[src/rtl/bma_pkg.sv]
package bma_pkg;

   localparam int DEF_TOTAL_BYTES = 1024;
   localparam int DEF_MIN_BLOCK   = 1;

   localparam int CMD_W   = 2;
   localparam int OWNER_W = 16;
   localparam int PROC_W  = 15;
   localparam int SIZE_W  = 11;
   localparam int ADDR_W  = 10;
   localparam int NPROC_W = 16;

   localparam logic [CMD_W-1:0] CMD_ALLOC = 2'd0;
   localparam logic [CMD_W-1:0] CMD_BIND  = 2'd1;
   localparam logic [CMD_W-1:0] CMD_FREE  = 2'd2;

   localparam logic [1:0] NS_UNUSED = 2'd0;
   localparam logic [1:0] NS_FREE   = 2'd1;
   localparam logic [1:0] NS_ALLOC  = 2'd2;
   localparam logic [1:0] NS_SPLIT  = 2'd3;

   localparam logic [NPROC_W-1:0] PROC_NONE = 16'hFFFF;

   typedef struct packed {
      logic [1:0]         status;
      logic [NPROC_W-1:0] proc;
      logic [OWNER_W-1:0] owner;
      logic [SIZE_W-1:0]  bytes;
   } node_type;

   localparam int NODE_W = $bits(node_type);

   typedef enum logic [3:0] {
      ST_CLEAR,
      ST_IDLE,
      ST_NEED,
      ST_READ,
      ST_EVAL,
      ST_SPLIT_L,
      ST_SPLIT_R,
      ST_NEXT,
      ST_MRG_READ,
      ST_MRG_EVAL,
      ST_MRG_BUD,
      ST_MRG_PAR,
      ST_DONE
   } state_type;

endpackage

[src/rtl/bma_ctrl.sv]
module bma_ctrl
   import bma_pkg::*;
#(
   parameter int TOTAL_BYTES = DEF_TOTAL_BYTES,
   parameter int MIN_BLOCK   = DEF_MIN_BLOCK,
   localparam int NODE_COUNT = 2 * (TOTAL_BYTES / MIN_BLOCK) - 1,
   localparam int NW         = $clog2(NODE_COUNT)
) (
   input  logic               clock,
   input  logic               reset,
   input  logic               req_valid,
   output logic               req_stall,
   input  logic [CMD_W-1:0]   req_cmd,
   input  logic [OWNER_W-1:0] req_owner_id,
   input  logic [PROC_W-1:0]  req_proc_id,
   input  logic [SIZE_W-1:0]  req_req_size,
   output logic               rsp_valid,
   input  logic               rsp_stall,
   output logic               rsp_ok,
   output logic [ADDR_W-1:0]  rsp_start_addr,
   output logic [ADDR_W-1:0]  rsp_end_addr,
   output logic [SIZE_W-1:0]  rsp_used_bytes,
   output logic [OWNER_W-1:0] rsp_block_owner,
   output logic               mem_wr_en,
   output logic [NW-1:0]      mem_wr_addr,
   output node_type           mem_wr_data,
   output logic [NW-1:0]      mem_rd_addr,
   input  node_type           mem_rd_data
);

   localparam int SW0 = $clog2(TOTAL_BYTES) + 2;
   localparam int SW  = (SW0 > SIZE_W + 1) ? SW0 : SIZE_W + 1;

   state_type state_ff, state_in;
   logic [NW-1:0] clr_ff, clr_in;
   logic [NW-1:0] node_ff, node_in;
   logic [SW-1:0] size_ff, size_in;
   logic [SW-1:0] base_ff, base_in;
   logic [SW-1:0] need_ff, need_in;
   logic [CMD_W-1:0]   cmd_ff, cmd_in;
   logic [OWNER_W-1:0] owner_ff, owner_in;
   logic [PROC_W-1:0]  proc_ff, proc_in;
   logic [SIZE_W-1:0]  req_ff, req_in;
   logic               res_ok_ff, res_ok_in;
   logic [ADDR_W-1:0]  res_start_ff, res_start_in;
   logic [ADDR_W-1:0]  res_end_ff, res_end_in;
   logic [SIZE_W-1:0]  res_bytes_ff, res_bytes_in;
   logic [OWNER_W-1:0] res_owner_ff, res_owner_in;
   logic               rsp_valid_ff, rsp_valid_in;
   logic               rsp_ok_ff, rsp_ok_in;
   logic [ADDR_W-1:0]  rsp_start_ff, rsp_start_in;
   logic [ADDR_W-1:0]  rsp_end_ff, rsp_end_in;
   logic [SIZE_W-1:0]  rsp_bytes_ff, rsp_bytes_in;
   logic [OWNER_W-1:0] rsp_owner_ff, rsp_owner_in;

   logic [NW-1:0] left_node, right_node, parent_node, buddy_node;
   logic          key_hit;

   assign left_node   = NW'({node_ff, 1'b1});
   assign right_node  = left_node + NW'(1);
   assign parent_node = NW'((node_ff - NW'(1)) >> 1);
   assign buddy_node  = node_ff[0] ? node_ff + NW'(1) : node_ff - NW'(1);
   assign key_hit     = (cmd_ff == CMD_BIND) ? (mem_rd_data.owner == owner_ff)
                                             : (mem_rd_data.proc == NPROC_W'(proc_ff));

   // control registers
   always_ff @(posedge clock) begin
      if (reset) begin
         state_ff     <= ST_CLEAR;
         clr_ff       <= '0;
         rsp_valid_ff <= 1'b0;
      end else begin
         state_ff     <= state_in;
         clr_ff       <= clr_in;
         rsp_valid_ff <= rsp_valid_in;
      end
   end

   // walk and payload registers
   always_ff @(posedge clock) begin
      node_ff      <= node_in;
      size_ff      <= size_in;
      base_ff      <= base_in;
      need_ff      <= need_in;
      cmd_ff       <= cmd_in;
      owner_ff     <= owner_in;
      proc_ff      <= proc_in;
      req_ff       <= req_in;
      res_ok_ff    <= res_ok_in;
      res_start_ff <= res_start_in;
      res_end_ff   <= res_end_in;
      res_bytes_ff <= res_bytes_in;
      res_owner_ff <= res_owner_in;
      rsp_ok_ff    <= rsp_ok_in;
      rsp_start_ff <= rsp_start_in;
      rsp_end_ff   <= rsp_end_in;
      rsp_bytes_ff <= rsp_bytes_in;
      rsp_owner_ff <= rsp_owner_in;
   end

   // sequencer
   always_comb begin
      state_in     = state_ff;
      clr_in       = clr_ff;
      node_in      = node_ff;
      size_in      = size_ff;
      base_in      = base_ff;
      need_in      = need_ff;
      cmd_in       = cmd_ff;
      owner_in     = owner_ff;
      proc_in      = proc_ff;
      req_in       = req_ff;
      res_ok_in    = res_ok_ff;
      res_start_in = res_start_ff;
      res_end_in   = res_end_ff;
      res_bytes_in = res_bytes_ff;
      res_owner_in = res_owner_ff;
      rsp_valid_in = rsp_valid_ff && rsp_stall;
      rsp_ok_in    = rsp_ok_ff;
      rsp_start_in = rsp_start_ff;
      rsp_end_in   = rsp_end_ff;
      rsp_bytes_in = rsp_bytes_ff;
      rsp_owner_in = rsp_owner_ff;
      req_stall    = 1'b1;
      mem_wr_en    = 1'b0;
      mem_wr_addr  = node_ff;
      mem_wr_data  = '{status: NS_UNUSED, proc: PROC_NONE, owner: '0, bytes: '0};
      mem_rd_addr  = node_ff;

      case (state_ff)
         // clearing pass over the node memory
         ST_CLEAR: begin
            mem_wr_en   = 1'b1;
            mem_wr_addr = clr_ff;
            if (clr_ff == '0) begin
               mem_wr_data.status = NS_FREE;
            end
            if (clr_ff == NW'(NODE_COUNT - 1)) begin
               state_in = ST_IDLE;
            end else begin
               clr_in = clr_ff + NW'(1);
            end
         end

         // command transfer
         ST_IDLE: begin
            req_stall = 1'b0;
            if (req_valid) begin
               cmd_in       = req_cmd;
               owner_in     = req_owner_id;
               proc_in      = req_proc_id;
               req_in       = req_req_size;
               node_in      = '0;
               size_in      = SW'(TOTAL_BYTES);
               base_in      = '0;
               need_in      = SW'(1);
               res_ok_in    = 1'b0;
               res_start_in = '0;
               res_end_in   = '0;
               res_bytes_in = '0;
               res_owner_in = '0;
               if (req_cmd == CMD_ALLOC) begin
                  state_in = ST_NEED;
               end else if (req_cmd inside {CMD_BIND, CMD_FREE}) begin
                  state_in = ST_READ;
               end else begin
                  state_in = ST_DONE;
               end
            end
         end

         // round the request up, one doubling a cycle
         ST_NEED: begin
            if ((need_ff < SW'(req_ff) || need_ff < SW'(MIN_BLOCK))
                && need_ff <= SW'(TOTAL_BYTES)) begin
               need_in = need_ff << 1;
            end else if (need_ff > SW'(TOTAL_BYTES)) begin
               state_in = ST_DONE;
            end else begin
               state_in = ST_READ;
            end
         end

         ST_READ: begin
            state_in = ST_EVAL;
         end

         // look at the node read last cycle
         ST_EVAL: begin
            state_in = ST_NEXT;
            if (cmd_ff == CMD_ALLOC) begin
               if (size_ff < need_ff) begin
                  state_in = ST_NEXT;
               end else if (mem_rd_data.status == NS_FREE) begin
                  mem_wr_en = 1'b1;
                  if (size_ff == need_ff) begin
                     mem_wr_data  = '{status: NS_ALLOC, proc: PROC_NONE,
                                      owner: owner_ff, bytes: req_ff};
                     res_ok_in    = 1'b1;
                     res_start_in = ADDR_W'(base_ff);
                     res_end_in   = ADDR_W'(base_ff + need_ff - SW'(1));
                     res_bytes_in = req_ff;
                     res_owner_in = owner_ff;
                     state_in     = ST_DONE;
                  end else begin
                     mem_wr_data.status = NS_SPLIT;
                     state_in           = ST_SPLIT_L;
                  end
               end else if (mem_rd_data.status == NS_SPLIT && size_ff > need_ff) begin
                  node_in  = left_node;
                  size_in  = size_ff >> 1;
                  state_in = ST_READ;
               end
            end else begin
               if (mem_rd_data.status == NS_ALLOC && key_hit) begin
                  mem_wr_en    = 1'b1;
                  res_ok_in    = 1'b1;
                  res_start_in = ADDR_W'(base_ff);
                  res_end_in   = ADDR_W'(base_ff + size_ff - SW'(1));
                  if (cmd_ff == CMD_BIND) begin
                     mem_wr_data      = mem_rd_data;
                     mem_wr_data.proc = NPROC_W'(proc_ff);
                     state_in         = ST_DONE;
                  end else begin
                     mem_wr_data.status = NS_FREE;
                     res_bytes_in       = mem_rd_data.bytes;
                     res_owner_in       = mem_rd_data.owner;
                     state_in           = ST_MRG_READ;
                  end
               end else if (mem_rd_data.status == NS_SPLIT) begin
                  node_in  = left_node;
                  size_in  = size_ff >> 1;
                  state_in = ST_READ;
               end
            end
         end

         // split writes both children free, then descend left
         ST_SPLIT_L: begin
            mem_wr_en          = 1'b1;
            mem_wr_addr        = left_node;
            mem_wr_data.status = NS_FREE;
            state_in           = ST_SPLIT_R;
         end

         ST_SPLIT_R: begin
            mem_wr_en          = 1'b1;
            mem_wr_addr        = right_node;
            mem_wr_data.status = NS_FREE;
            node_in            = left_node;
            size_in            = size_ff >> 1;
            state_in           = ST_READ;
         end

         // preorder successor: climb out of right children
         ST_NEXT: begin
            if (node_ff == '0) begin
               state_in = ST_DONE;
            end else if (node_ff[0]) begin
               node_in  = node_ff + NW'(1);
               base_in  = base_ff + size_ff;
               state_in = ST_READ;
            end else begin
               node_in = parent_node;
               base_in = base_ff - size_ff;
               size_in = size_ff << 1;
            end
         end

         // merge free buddies upward
         ST_MRG_READ: begin
            mem_rd_addr = buddy_node;
            if (node_ff == '0) begin
               state_in = ST_DONE;
            end else begin
               state_in = ST_MRG_EVAL;
            end
         end

         ST_MRG_EVAL: begin
            if (mem_rd_data.status == NS_FREE) begin
               mem_wr_en = 1'b1;
               state_in  = ST_MRG_BUD;
            end else begin
               state_in = ST_DONE;
            end
         end

         ST_MRG_BUD: begin
            mem_wr_en   = 1'b1;
            mem_wr_addr = buddy_node;
            state_in    = ST_MRG_PAR;
         end

         ST_MRG_PAR: begin
            mem_wr_en          = 1'b1;
            mem_wr_addr        = parent_node;
            mem_wr_data.status = NS_FREE;
            node_in            = parent_node;
            state_in           = ST_MRG_READ;
         end

         // hand the result to the output register
         ST_DONE: begin
            if (!rsp_valid_ff || !rsp_stall) begin
               rsp_valid_in = 1'b1;
               rsp_ok_in    = res_ok_ff;
               rsp_start_in = res_start_ff;
               rsp_end_in   = res_end_ff;
               rsp_bytes_in = res_bytes_ff;
               rsp_owner_in = res_owner_ff;
               state_in     = ST_IDLE;
            end
         end

         default: begin
            state_in = ST_IDLE;
         end
      endcase
   end

   assign rsp_valid       = rsp_valid_ff;
   assign rsp_ok          = rsp_ok_ff;
   assign rsp_start_addr  = rsp_start_ff;
   assign rsp_end_addr    = rsp_end_ff;
   assign rsp_used_bytes  = rsp_bytes_ff;
   assign rsp_block_owner = rsp_owner_ff;

endmodule

[config.mk]
export PLATFORM = sky130hd
export DESIGN_NAME = bma_ctrl
export DESIGN_NICKNAME = d
export VERILOG_FILES = /design/src/rtl/bma_pkg.sv /design/src/rtl/bma_ctrl.sv
export SDC_FILE = /design/constraint.sdc
export NUM_CORES = 1
export LEC_CHECK = 0
export ABC_AREA = 1
export BUFFER_PORTS_ARGS = -buffer_cell sky130_fd_sc_hd__buf_4
export CAP_MARGIN = 5
export CORE_UTILIZATION = 52
export DETAILED_ROUTE_END_ITERATION = 10
export PLACE_DENSITY = 0.79
export SYNTH_ARGS = -nofsm -noshare
export SYNTH_HDL_FRONTEND = slang
export SYNTH_SLANG_ARGS = --single-unit
[constraint.sdc]
create_clock -name clock -period 3.9 [get_ports clock]
set_clock_uncertainty 0.2 [all_clocks]
set_input_delay 0.78 -clock clock [delete_from_list [all_inputs] [get_ports clock]]
set_output_delay 0.78 -clock clock [all_outputs]
set_load 0.005 [all_outputs]
==> results of run 1 <==
## registers in the layout, indices dropped and copies added, names as in the netlist
register and count:
size_ff 12, proc_ff 15, res_ok_ff 1, res_start_ff 10, rsp_start_addr 10, res_owner_ff 16
res_end_ff 10, rsp_valid 1, cmd_ff 2, owner_ff 16, base_ff 10, state_ff 4
rsp_end_addr 10, need_ff 12, clr_ff 11, rsp_ok 1, rsp_used_bytes 11, node_ff 11
req_ff 11, rsp_block_owner 16, res_bytes_ff 11
## how the worst min path moves through the flow
stage                                    from                            end  slack (ns)  cells past startpoint
4_1_cts         res_start_ff[5]$_SDFFCE_PN0P_    rsp_start_addr[5]$_DFFE_PP_        0.22                      0
2_1_floorplan   res_owner_ff[0]$_SDFFCE_PN0P_   rsp_block_owner[0]$_DFFE_PP_        0.20                      0
6_report       res_owner_ff[10]$_SDFFCE_PN0P_  rsp_block_owner[10]$_DFFE_PP_        0.22                      0
3_5_place_dp   res_owner_ff[10]$_SDFFCE_PN0P_  rsp_block_owner[10]$_DFFE_PP_        0.20                      0
5_1_grt        res_owner_ff[13]$_SDFFCE_PN0P_  rsp_block_owner[13]$_DFFE_PP_        0.22                      0
3_3_place_gp    res_owner_ff[4]$_SDFFCE_PN0P_   rsp_block_owner[4]$_DFFE_PP_        0.20                      0
## worst reg2reg max path, stage by stage, from the launching register on
cell and delay (ns):
edfxtp_1 0.45, inv_1 0.22, ha_1 0.28, inv_1 0.06, ha_1 0.17, inv_1 0.06
fa_1 0.40, o21ai_0 0.44, nand2_1 0.09, nand2_1 0.08, a21oi_1 0.07, xor2_1 0.15
o211ai_1 0.16, inv_1 0.05
## power by group through the flow
stage          clock network (mW)  logic (mW)  registers (mW)
6_report                     2.03        4.09            3.35
3_5_place_dp                    0        3.95            3.39
2_1_floorplan                   0        2.71            3.26
5_1_grt                      2.14        4.53            3.40
4_1_cts                      2.06        3.99            3.35
3_3_place_gp                    0        3.91            3.37
## final cells by class
| cell class | instances | area (um2) | share of cell area [%] |
|---|---|---|---|
| flip-flops and latches | 201 | 5880 | 38.8 |
| well taps | 319 | 399 | 2.64 |
| clock inverters | 13 | 131 | 0.868 |
| clock buffers | 24 | 579 | 3.83 |
| multi-input cells | 941 | 5530 | 36.5 |
| repair buffers | 236 | 1780 | 11.8 |
| inverters | 224 | 841 | 5.56 |
## logic make-up after synthesis
family / after synthesis
AOI/OAI and AO/OA: 241
xor gates and xnor gates: 38
adders and majority gates: 70
buffers and inverters: 265
DFF: 201
and+or+nand+nor: 592
## stage by stage
stage	area [um2]	setup WS [ns]	power [mW]	hold slack, ns
5_1_grt	15100	-0.00764	10.1	0.223
3_5_place_dp	14300	0.340	7.34	0.205
6_report	15100	0.157	9.48	0.216
3_3_place_gp	14300	0.416	7.28	0.200
4_1_cts	15000	0.0495	9.40	0.217
2_1_floorplan	12400	0.143	5.97	0.200
## timing repair
item / CTS / global route
cloned: 0 / 0
resized for setup: 2 / 14
setup endpoints to repair: 4 / 23
pin swaps: 0 / 2
buffers inserted: 0 / 6
## Yosys cell counts, types with 21 or more instances
library cell and instances:
nand3_1 111, a21oi_1 66, o21ai_0 83, nand2_1 270, nor2_1 114, edfxtp_1 185, inv_2 30, xor2_1 31
nor3_1 21, ha_1 67, inv_1 193, nand4_1 22
## layer usage
metal  global-route usage (%)  part of all wire [%]  up-vias
met5                        0                     0        -
li1                         -                     -     5231
met4                     10.3                   3.3        0
met2                     47.0                    48      506
met3                     4.57                   7.5       99
met1                     36.3                    41     5064
==> results.ini, run 1 <==
[synth]
yosysWarningCount=0
synth_area_leaders=edfxtp_1 (45%), nand2_1 (8.2%), ha_1 (6.8%), inv_1 (5.9%), nand3_1 (4.5%)
synth_top_family_by_area=simple AND/OR/NAND/NOR gates
yosys_register_bits=201
synth_ff_type=edfxtp_1
synthAdderAreaFrac_pct=7.26
syn_nets=1570
muxShareOfSynthArea_pct=0
synth_xor_area_share_pct=2.69
synth_top_area_share_pct=44.9
avgSynthCellArea_um2=8.80
seq_area_frac_synth_pct=47.5
yosys.area.top_type=edfxtp_1
synth_edf_count=185
syn_inst=1407
synthArstFlopShare_pct=0
synth_compound_area_share_pct=12.1
synthSimpleGateAreaFrac_pct=22.0
synthDistinctLibCells=54
synth.cell_area_um2=12400

[sta]
period_share_pct=96.0
tightest_slew_ns=0.673
maxSlewHeadroom_pct=54.8
tns_ns=0
fmax_ghz=0.267
slew_violations=0
setup_viol=0
period_minus_slack_ns=3.74
hold_viol=0

[placement]
place_inst=1915
dpl.hpwl_um=26000
gp_congestion=0.957
io_buffer_count=210

[clock_network]
clock_latency_ns=0.50
clk_pin_slew_ns=0.06
max-clock-path-buffers=3
clock-sinks=201
cts_tree=yes
cts_hold_buffers=0
cts-htree-levels=1
cts_made_buffers=22
cts_root_buf=clkbuf_16

[critical_path]
r2r-start=base_ff[1]$_SDFFCE_PN0P_
end_kind=primary output
crit_arrival_ns=2.76
cpPeakStageDelay_ns=0.49
r2r_setup_slack_ns=0.78
worstSetupEndpoint=mem_wr_data[7]
slowest_stage=edfxtp_1
worstPathRequired_ns=2.92
worstPathMaxFanout=6
cp-start-kind=flip-flop
r2r-end=res_end_ff[7]$_SDFFCE_PN0P_
crit_type=flip-flop to primary output
worstPathCellList=inv_1, ha_1, nand4_1, nor2_2, nand2_1, nand3_4, nand2_4, nor2_4, buf_4, nand4_1, o21ai_1, buf_4
reg2reg_depth=13
cp.depth=12
cp.buffers_inverters=3
critical-path-top-delay-family=simple AND/OR/NAND/NOR gates
crit_start=need_ff[11]$_SDFFCE_PN0P_

[global_routing]
grt_max_degree=49
grt_first_pass_wirelength_um=53400
first_global_vias=10299
grt_use_total_pct=27.9
antenna_found_initial=0
gr-total-overflow=0

[finish]
nFillCells=1975
layout_commonest_cell=nand2_1
fin_util_pct=64.7
most-common-layout-cells=nand2_1 (268), buf_4 (235), inv_1 (191)
synthToLayoutAreaGrowth_pct=22.3
layout.nets=1789
instances_no_fill=1958
drive_gt1_share_pct=22.3
n_antenna_cell=0

[power]
switching_share_pct=40.4
ir_worst_vdd_mv=0.337
leakagePower_nw=6.61
switchingPower_mw=3.83
clockPowerShare_pct=21.4
power_frac_seq_pct=35.4
p_int_mw=5.65
power_frac_comb_pct=43.2
powerDensity_nw_per_um2=626

[drt]
firstDrtPassIters=5
wirelength_um=34700
viasPerCell=5.57
vias=10900
antenna_left=0
drt_iter0_drc=866
wl_per_cell_um=17.7
drc=0

[die]
initial_core_util_pct=52.9
rows=56
core_area_um2=23400
ios=211
die_h_um=156
die_w_um=156
die-area_um2=24400

[min_path]
hold_class=flip-flop to flip-flop

[run]
cap_violations=0

[status]
status=finished clean

No activity file was read; power rests on OpenSTA's default activity.
==> inputs of run 2 (changes only) <==
--- a/config.mk
+++ b/config.mk
@@ -8,9 +8,12 @@
 export ABC_AREA = 1
 export BUFFER_PORTS_ARGS = -buffer_cell sky130_fd_sc_hd__buf_4
 export CAP_MARGIN = 5
-export CORE_UTILIZATION = 52
+export CELL_PAD_IN_SITES_DETAIL_PLACEMENT = 0
+export CELL_PAD_IN_SITES_GLOBAL_PLACEMENT = 1
+export CORE_UTILIZATION = 39
 export DETAILED_ROUTE_END_ITERATION = 10
-export PLACE_DENSITY = 0.79
+export PLACE_DENSITY = 0.78
+export SLEW_MARGIN = 10
 export SYNTH_ARGS = -nofsm -noshare
 export SYNTH_HDL_FRONTEND = slang
 export SYNTH_SLANG_ARGS = --single-unit
==> constraint.sdc (replaced) <==
create_clock -name clock -period 3.9 [get_ports clock]
set_clock_uncertainty 0.2 [all_clocks]
set_input_delay 0.39 -clock clock [delete_from_list [all_inputs] [get_ports clock]]
set_output_delay 0.39 -clock clock [all_outputs]
set_load 0.005 [all_outputs]
==> run 2 against run 1 <==
- final cell count grew 6.3%
- core utilization shrank 14 points
- clock-buffer cell count grew 2
- highest routed layer unchanged
- combinational power grew 2%
- largest cell class unchanged
- design area grew 3.5%
- non-clock buffer count grew 41
- critical endpoint is now mem_wr_data[24]
- die area grew 33%
==> results.ini, run 2 (synthesized netlist as in run 1, its figures left out) <==
[global_routing]
grt_use_total_pct=22.5
grt_max_degree=49
grt_first_pass_wirelength_um=57900
antenna_found_initial=0
first_global_vias=10521
gr-total-overflow=0

[critical_path]
worstPathMaxFanout=18
worstPathRequired_ns=3.31
crit_arrival_ns=3.07
crit_type=flip-flop to primary output
cpPeakStageDelay_ns=0.42
worstPathCellList=inv_1, ha_1, nand2_1, inv_1, nand3_1, nor2_1, nand2_1, nand3_2, nand2_1, buf_4, o32ai_1, buf_4
cp_common_cell=nand2_1
slowest_stage=edfxtp_1
end_kind=primary output
cp-start-kind=flip-flop

[die]
initial_core_util_pct=40.0
ios=211
core_area_um2=30900
rows=64
die-area_um2=32400
die_h_um=180
die_w_um=180

[clock_network]
cts_root_buf=clkbuf_16
cts_setup_buffers=0
clk_pin_slew_ns=0.06
max-clock-path-buffers=3
post_cts_resized=0
clock-sinks=201
cts_tree=yes
cts-htree-levels=1
cts_hold_buffers=48
cts_made_buffers=23
clock_latency_ns=0.52

[finish]
synthToLayoutAreaGrowth_pct=26.5
n_antenna_cell=0
layout.nets=1831
nFillCells=2924
fin_util_pct=50.6
layout_commonest_cell=nand2_1
drive_gt1_share_pct=21.0
most-common-layout-cells=nand2_1 (270), buf_4 (228), inv_1 (193)

[sta]
period_share_pct=93.9
setup_slack_ns=0.239
fmax_ghz=0.273
period_minus_slack_ns=3.66
rsz0062_at_grt=no
maxSlewHeadroom_pct=50.1
setup_viol=0
tns_ns=0
hold_viol=0
slew_violations=0
tightest_slew_ns=0.746

[power]
powerDensity_nw_per_um2=617
leakagePower_nw=6.79
ir_worst_vdd_mv=0.380

[drt]
wl_per_cell_um=17.8
viasPerCell=5.27
firstDrtPassIters=7
drt_iter0_drc=1025
antenna_left=0
vias=10958
drc=0
wirelength_um=37000

[placement]
dpl.hpwl_um=27900
pre_cts_ws_ns=0.796
io_buffer_count=210
gp_congestion=0.931

[status]
status=finished clean

[min_path]
hold_class=primary input to flip-flop

[run]
cap_violations=0

run 2: final cells by class:
type,instances,area (um2),area share (%)
Clock buffer,26,618,3.95
Multi-Input combinational cell,941,5480,35.0
Tap cell,396,495,3.16
Timing Repair Buffer,277,2210,14.1
Inverter,224,841,5.37
Sequential cell,201,5880,37.5
Clock inverter,16,136,0.871
run 2: final timing paths:
path / startpoint / endpoint / slack, ns / cells after the start
setup / recovery: need_ff[6]$_SDFFCE_PN0P_ / mem_wr_data[24] / 0.24 / 12
hold / removal: mem_rd_data[0] / res_bytes_ff[0]$_SDFFCE_PN0P_ / 0.04 / 3
setup reg to reg: base_ff[1]$_SDFFCE_PN0P_ / res_end_ff[7]$_SDFFCE_PN0P_ / 0.83 / 13
hold reg to reg: res_bytes_ff[1]$_SDFFCE_PN0P_ / rsp_used_bytes[1]$_DFFE_PP_ / 0.22 / 0
run 2: layer usage:
metal  global-route usage, %  wire length, um  share of wire [%]  vias to the layer above
met3                    2.97             2560                6.9                       78
met5                       0                0                  0                        -
met4                    6.53             1090                2.9                        0
met1                    30.9            16200                 44                     5099
li1                        -                -                  -                     5328
met2                    36.9            17100                 46                      453
run 2: metrics by stage:
stage	instances	power [mW]	hold WS [ns]	area, um2
finish	2081	9.66	0.0419	15700
global route	2081	10.3	0.0646	15700
CTS	2081	9.67	0.0182	15700
detailed placement	1991	7.45	0.205	14400
global placement	1991	7.41	0.201	14400
floorplan	1407	5.97	0.200	12400
run 2: worst max-delay path: cells and delay by family (launching register included):
family | cells | cell delay (ns)
adders and majority gates | 1 | 0.30
buffers and inverters | 4 | 0.71
DFF | 1 | 0.42
AOI/OAI and AO/OA | 1 | 0.39
and+or+nand+nor | 6 | 0.72
run 2: where the power goes:
part	switching (mW)	leakage, nW	internal, mW
combinational	2.72	4.58	1.44
clock	0.933	0.363	1.23
sequential	0.326	1.85	3.02
total	3.98	6.79	5.68
==> inputs of run 3 (changes only) <==
--- a/config.mk
+++ b/config.mk
@@ -8,8 +8,9 @@
 export ABC_AREA = 1
 export BUFFER_PORTS_ARGS = -buffer_cell sky130_fd_sc_hd__buf_4
 export CAP_MARGIN = 5
-export CELL_PAD_IN_SITES_DETAIL_PLACEMENT = 0
+export CELL_PAD_IN_SITES_DETAIL_PLACEMENT = 1
 export CELL_PAD_IN_SITES_GLOBAL_PLACEMENT = 1
+export CORE_MARGIN = 2
 export CORE_UTILIZATION = 39
 export DETAILED_ROUTE_END_ITERATION = 10
 export PLACE_DENSITY = 0.78
==> constraint.sdc (replaced) <==
create_clock -name clock -period 3.9 [get_ports clock]
set_clock_uncertainty 0.2 [all_clocks]
set_input_delay 0.39 -clock clock [delete_from_list [all_inputs] [get_ports clock]]
set_output_delay 0.39 -clock clock [all_outputs]
set_load 0.02 [all_outputs]
==> run 3 against run 2 <==
- register-to-register slack got worse by 0.24 ns
- combinational power increased by 9.1%
- sequential share of layout area about the same
- largest power group unchanged
- worst hold slack got worse by 0.025 ns
- via count is 3.8% higher
- critical path depth did not move
- sequential power barely moved
- largest cell class unchanged
- highest routed layer unchanged
==> results.ini, run 3 (synthesized netlist as in run 1, its figures left out) <==
[placement]
dpl.hpwl_um=31000
dpl_cell_area_um2=14400
io_buffer_count=210
gp_congestion=0.917

[clock_network]
clock_latency_ns=0.52
max-clock-path-buffers=3
cts_root_buf=clkbuf_16
cts_made_buffers=22
cts_setup_buffers=0
clock-sinks=201
cts_tree=yes
cts-htree-levels=1
clk_pin_slew_ns=0.06

[power]
ir_worst_vdd_mv=0.397
leakagePower_nw=6.78
total_power_mw=10.2
powerDensity_nw_per_um2=652

[sta]
maxSlewHeadroom_pct=24.4
fmax_ghz=0.272
setup_viol=0
hold_viol=0
whs_ns=0.0168
period_minus_slack_ns=3.68
rsz0062_at_grt=no
slew_violations=0
period_share_pct=94.4
tns_ns=0
tightest_slew_ns=1.13

[die]
ios=211
initial_core_util_pct=39.4
core_area_um2=31400
rows=65
die_w_um=182
die-area_um2=33200
die_h_um=182

[critical_path]
worstPathRequired_ns=3.31
worstPathMaxFanout=18
cp-start-kind=flip-flop
crit_type=flip-flop to primary output
crit_arrival_ns=3.09
end_kind=primary output

[status]
status=finished clean

[global_routing]
grt_first_pass_wirelength_um=65400
gr-total-overflow=0
grt_use_total_pct=25.0
antenna_found_initial=1
first_global_vias=11936
grt_max_degree=49

[finish]
drive_gt1_share_pct=20.7
most-common-layout-cells=nand2_1 (269), buf_4 (225), inv_1 (192)
synthToLayoutAreaGrowth_pct=26.5
layout.nets=1825
seq_area_um2=5880
layout_commonest_cell=nand2_1
nFillCells=3716
fin_area_um2=15700
multi_input_area_um2=5490

[run]
cap_violations=0

[drt]
drt_iter0_drc=912
firstDrtPassIters=5
viasPerCell=5.47
vias=11375
drc=0
antenna_left=0
wirelength_um=42800
wl_per_cell_um=20.5

[min_path]
hold_class=primary input to flip-flop

## run 3: worst max-delay path: stages (launching register included)
cell,delay [ns]
edfxtp_1,0.48
inv_1,0.14
ha_1,0.27
a21oi_1,0.16
nor2_1,0.06
a211oi_1,0.27
nand3_2,0.20
nand2_2,0.27
buf_6,0.26
nand2_1,0.07
nand3_1,0.10
nand3_1,0.09
buf_4,0.19
## run 3: routing by layer
layer / wire length [um] / track usage, %
met1: 18000 / 31.3
met2: 21000 / 44.1
met3: 2070 / 3.25
met4: 1720 / 9.55
met5: 0 / 0
## run 3: final timing paths
| kind | startpoint | to | slack, ns | depth (start not counted) |
|---|---|---|---|---|
| setup / recovery | need_ff[9]$_SDFFCE_PN0P_ | mem_wr_en | 0.22 | 12 |
| hold / removal | mem_rd_data[3] | res_bytes_ff[3]$_SDFFCE_PN0P_ | 0.02 | 3 |
| setup reg to reg | need_ff[7]$_SDFFCE_PN0P_ | res_end_ff[4]$_SDFFCE_PN0P_ | 0.59 | 12 |
| hold reg to reg | res_start_ff[4]$_SDFFCE_PN0P_ | rsp_start_addr[4]$_DFFE_PP_ | 0.22 | 0 |
## run 3: through the flow
stage                     util, %  worst slack (ns)  cells
after floorplan                 -             0.165   1407
after global placement       45.8             0.745   1994
after detailed placement     45.8             0.607   1994
after CTS                    49.8            0.0349   2080
after global routing         49.9            0.0586   2081
final                        49.9             0.219   2081
## run 3: repair_timing
action / in CTS / in global routing
hold buffers: 46 / 0
endpoints found under the setup margin: 0 / 23
resized for setup: 0 / 5
hold endpoints to repair: 49 / 0
## run 3: layout make-up
class	count	share of cell area, %
multi-input cells	941	35.1
repair buffers	272	13.8
diodes	1	0.0160
inverters	224	5.39
well taps	402	3.21
clock buffers	28	3.80
clock inverters	12	1.19
flip-flops and latches	201	37.5
## run 3: where the power goes
part	total [mW]	internal [mW]	switching, mW
Clock	2.30	1.41	0.892
Sequential	3.38	3.03	0.351
Combinational	4.54	1.44	3.10
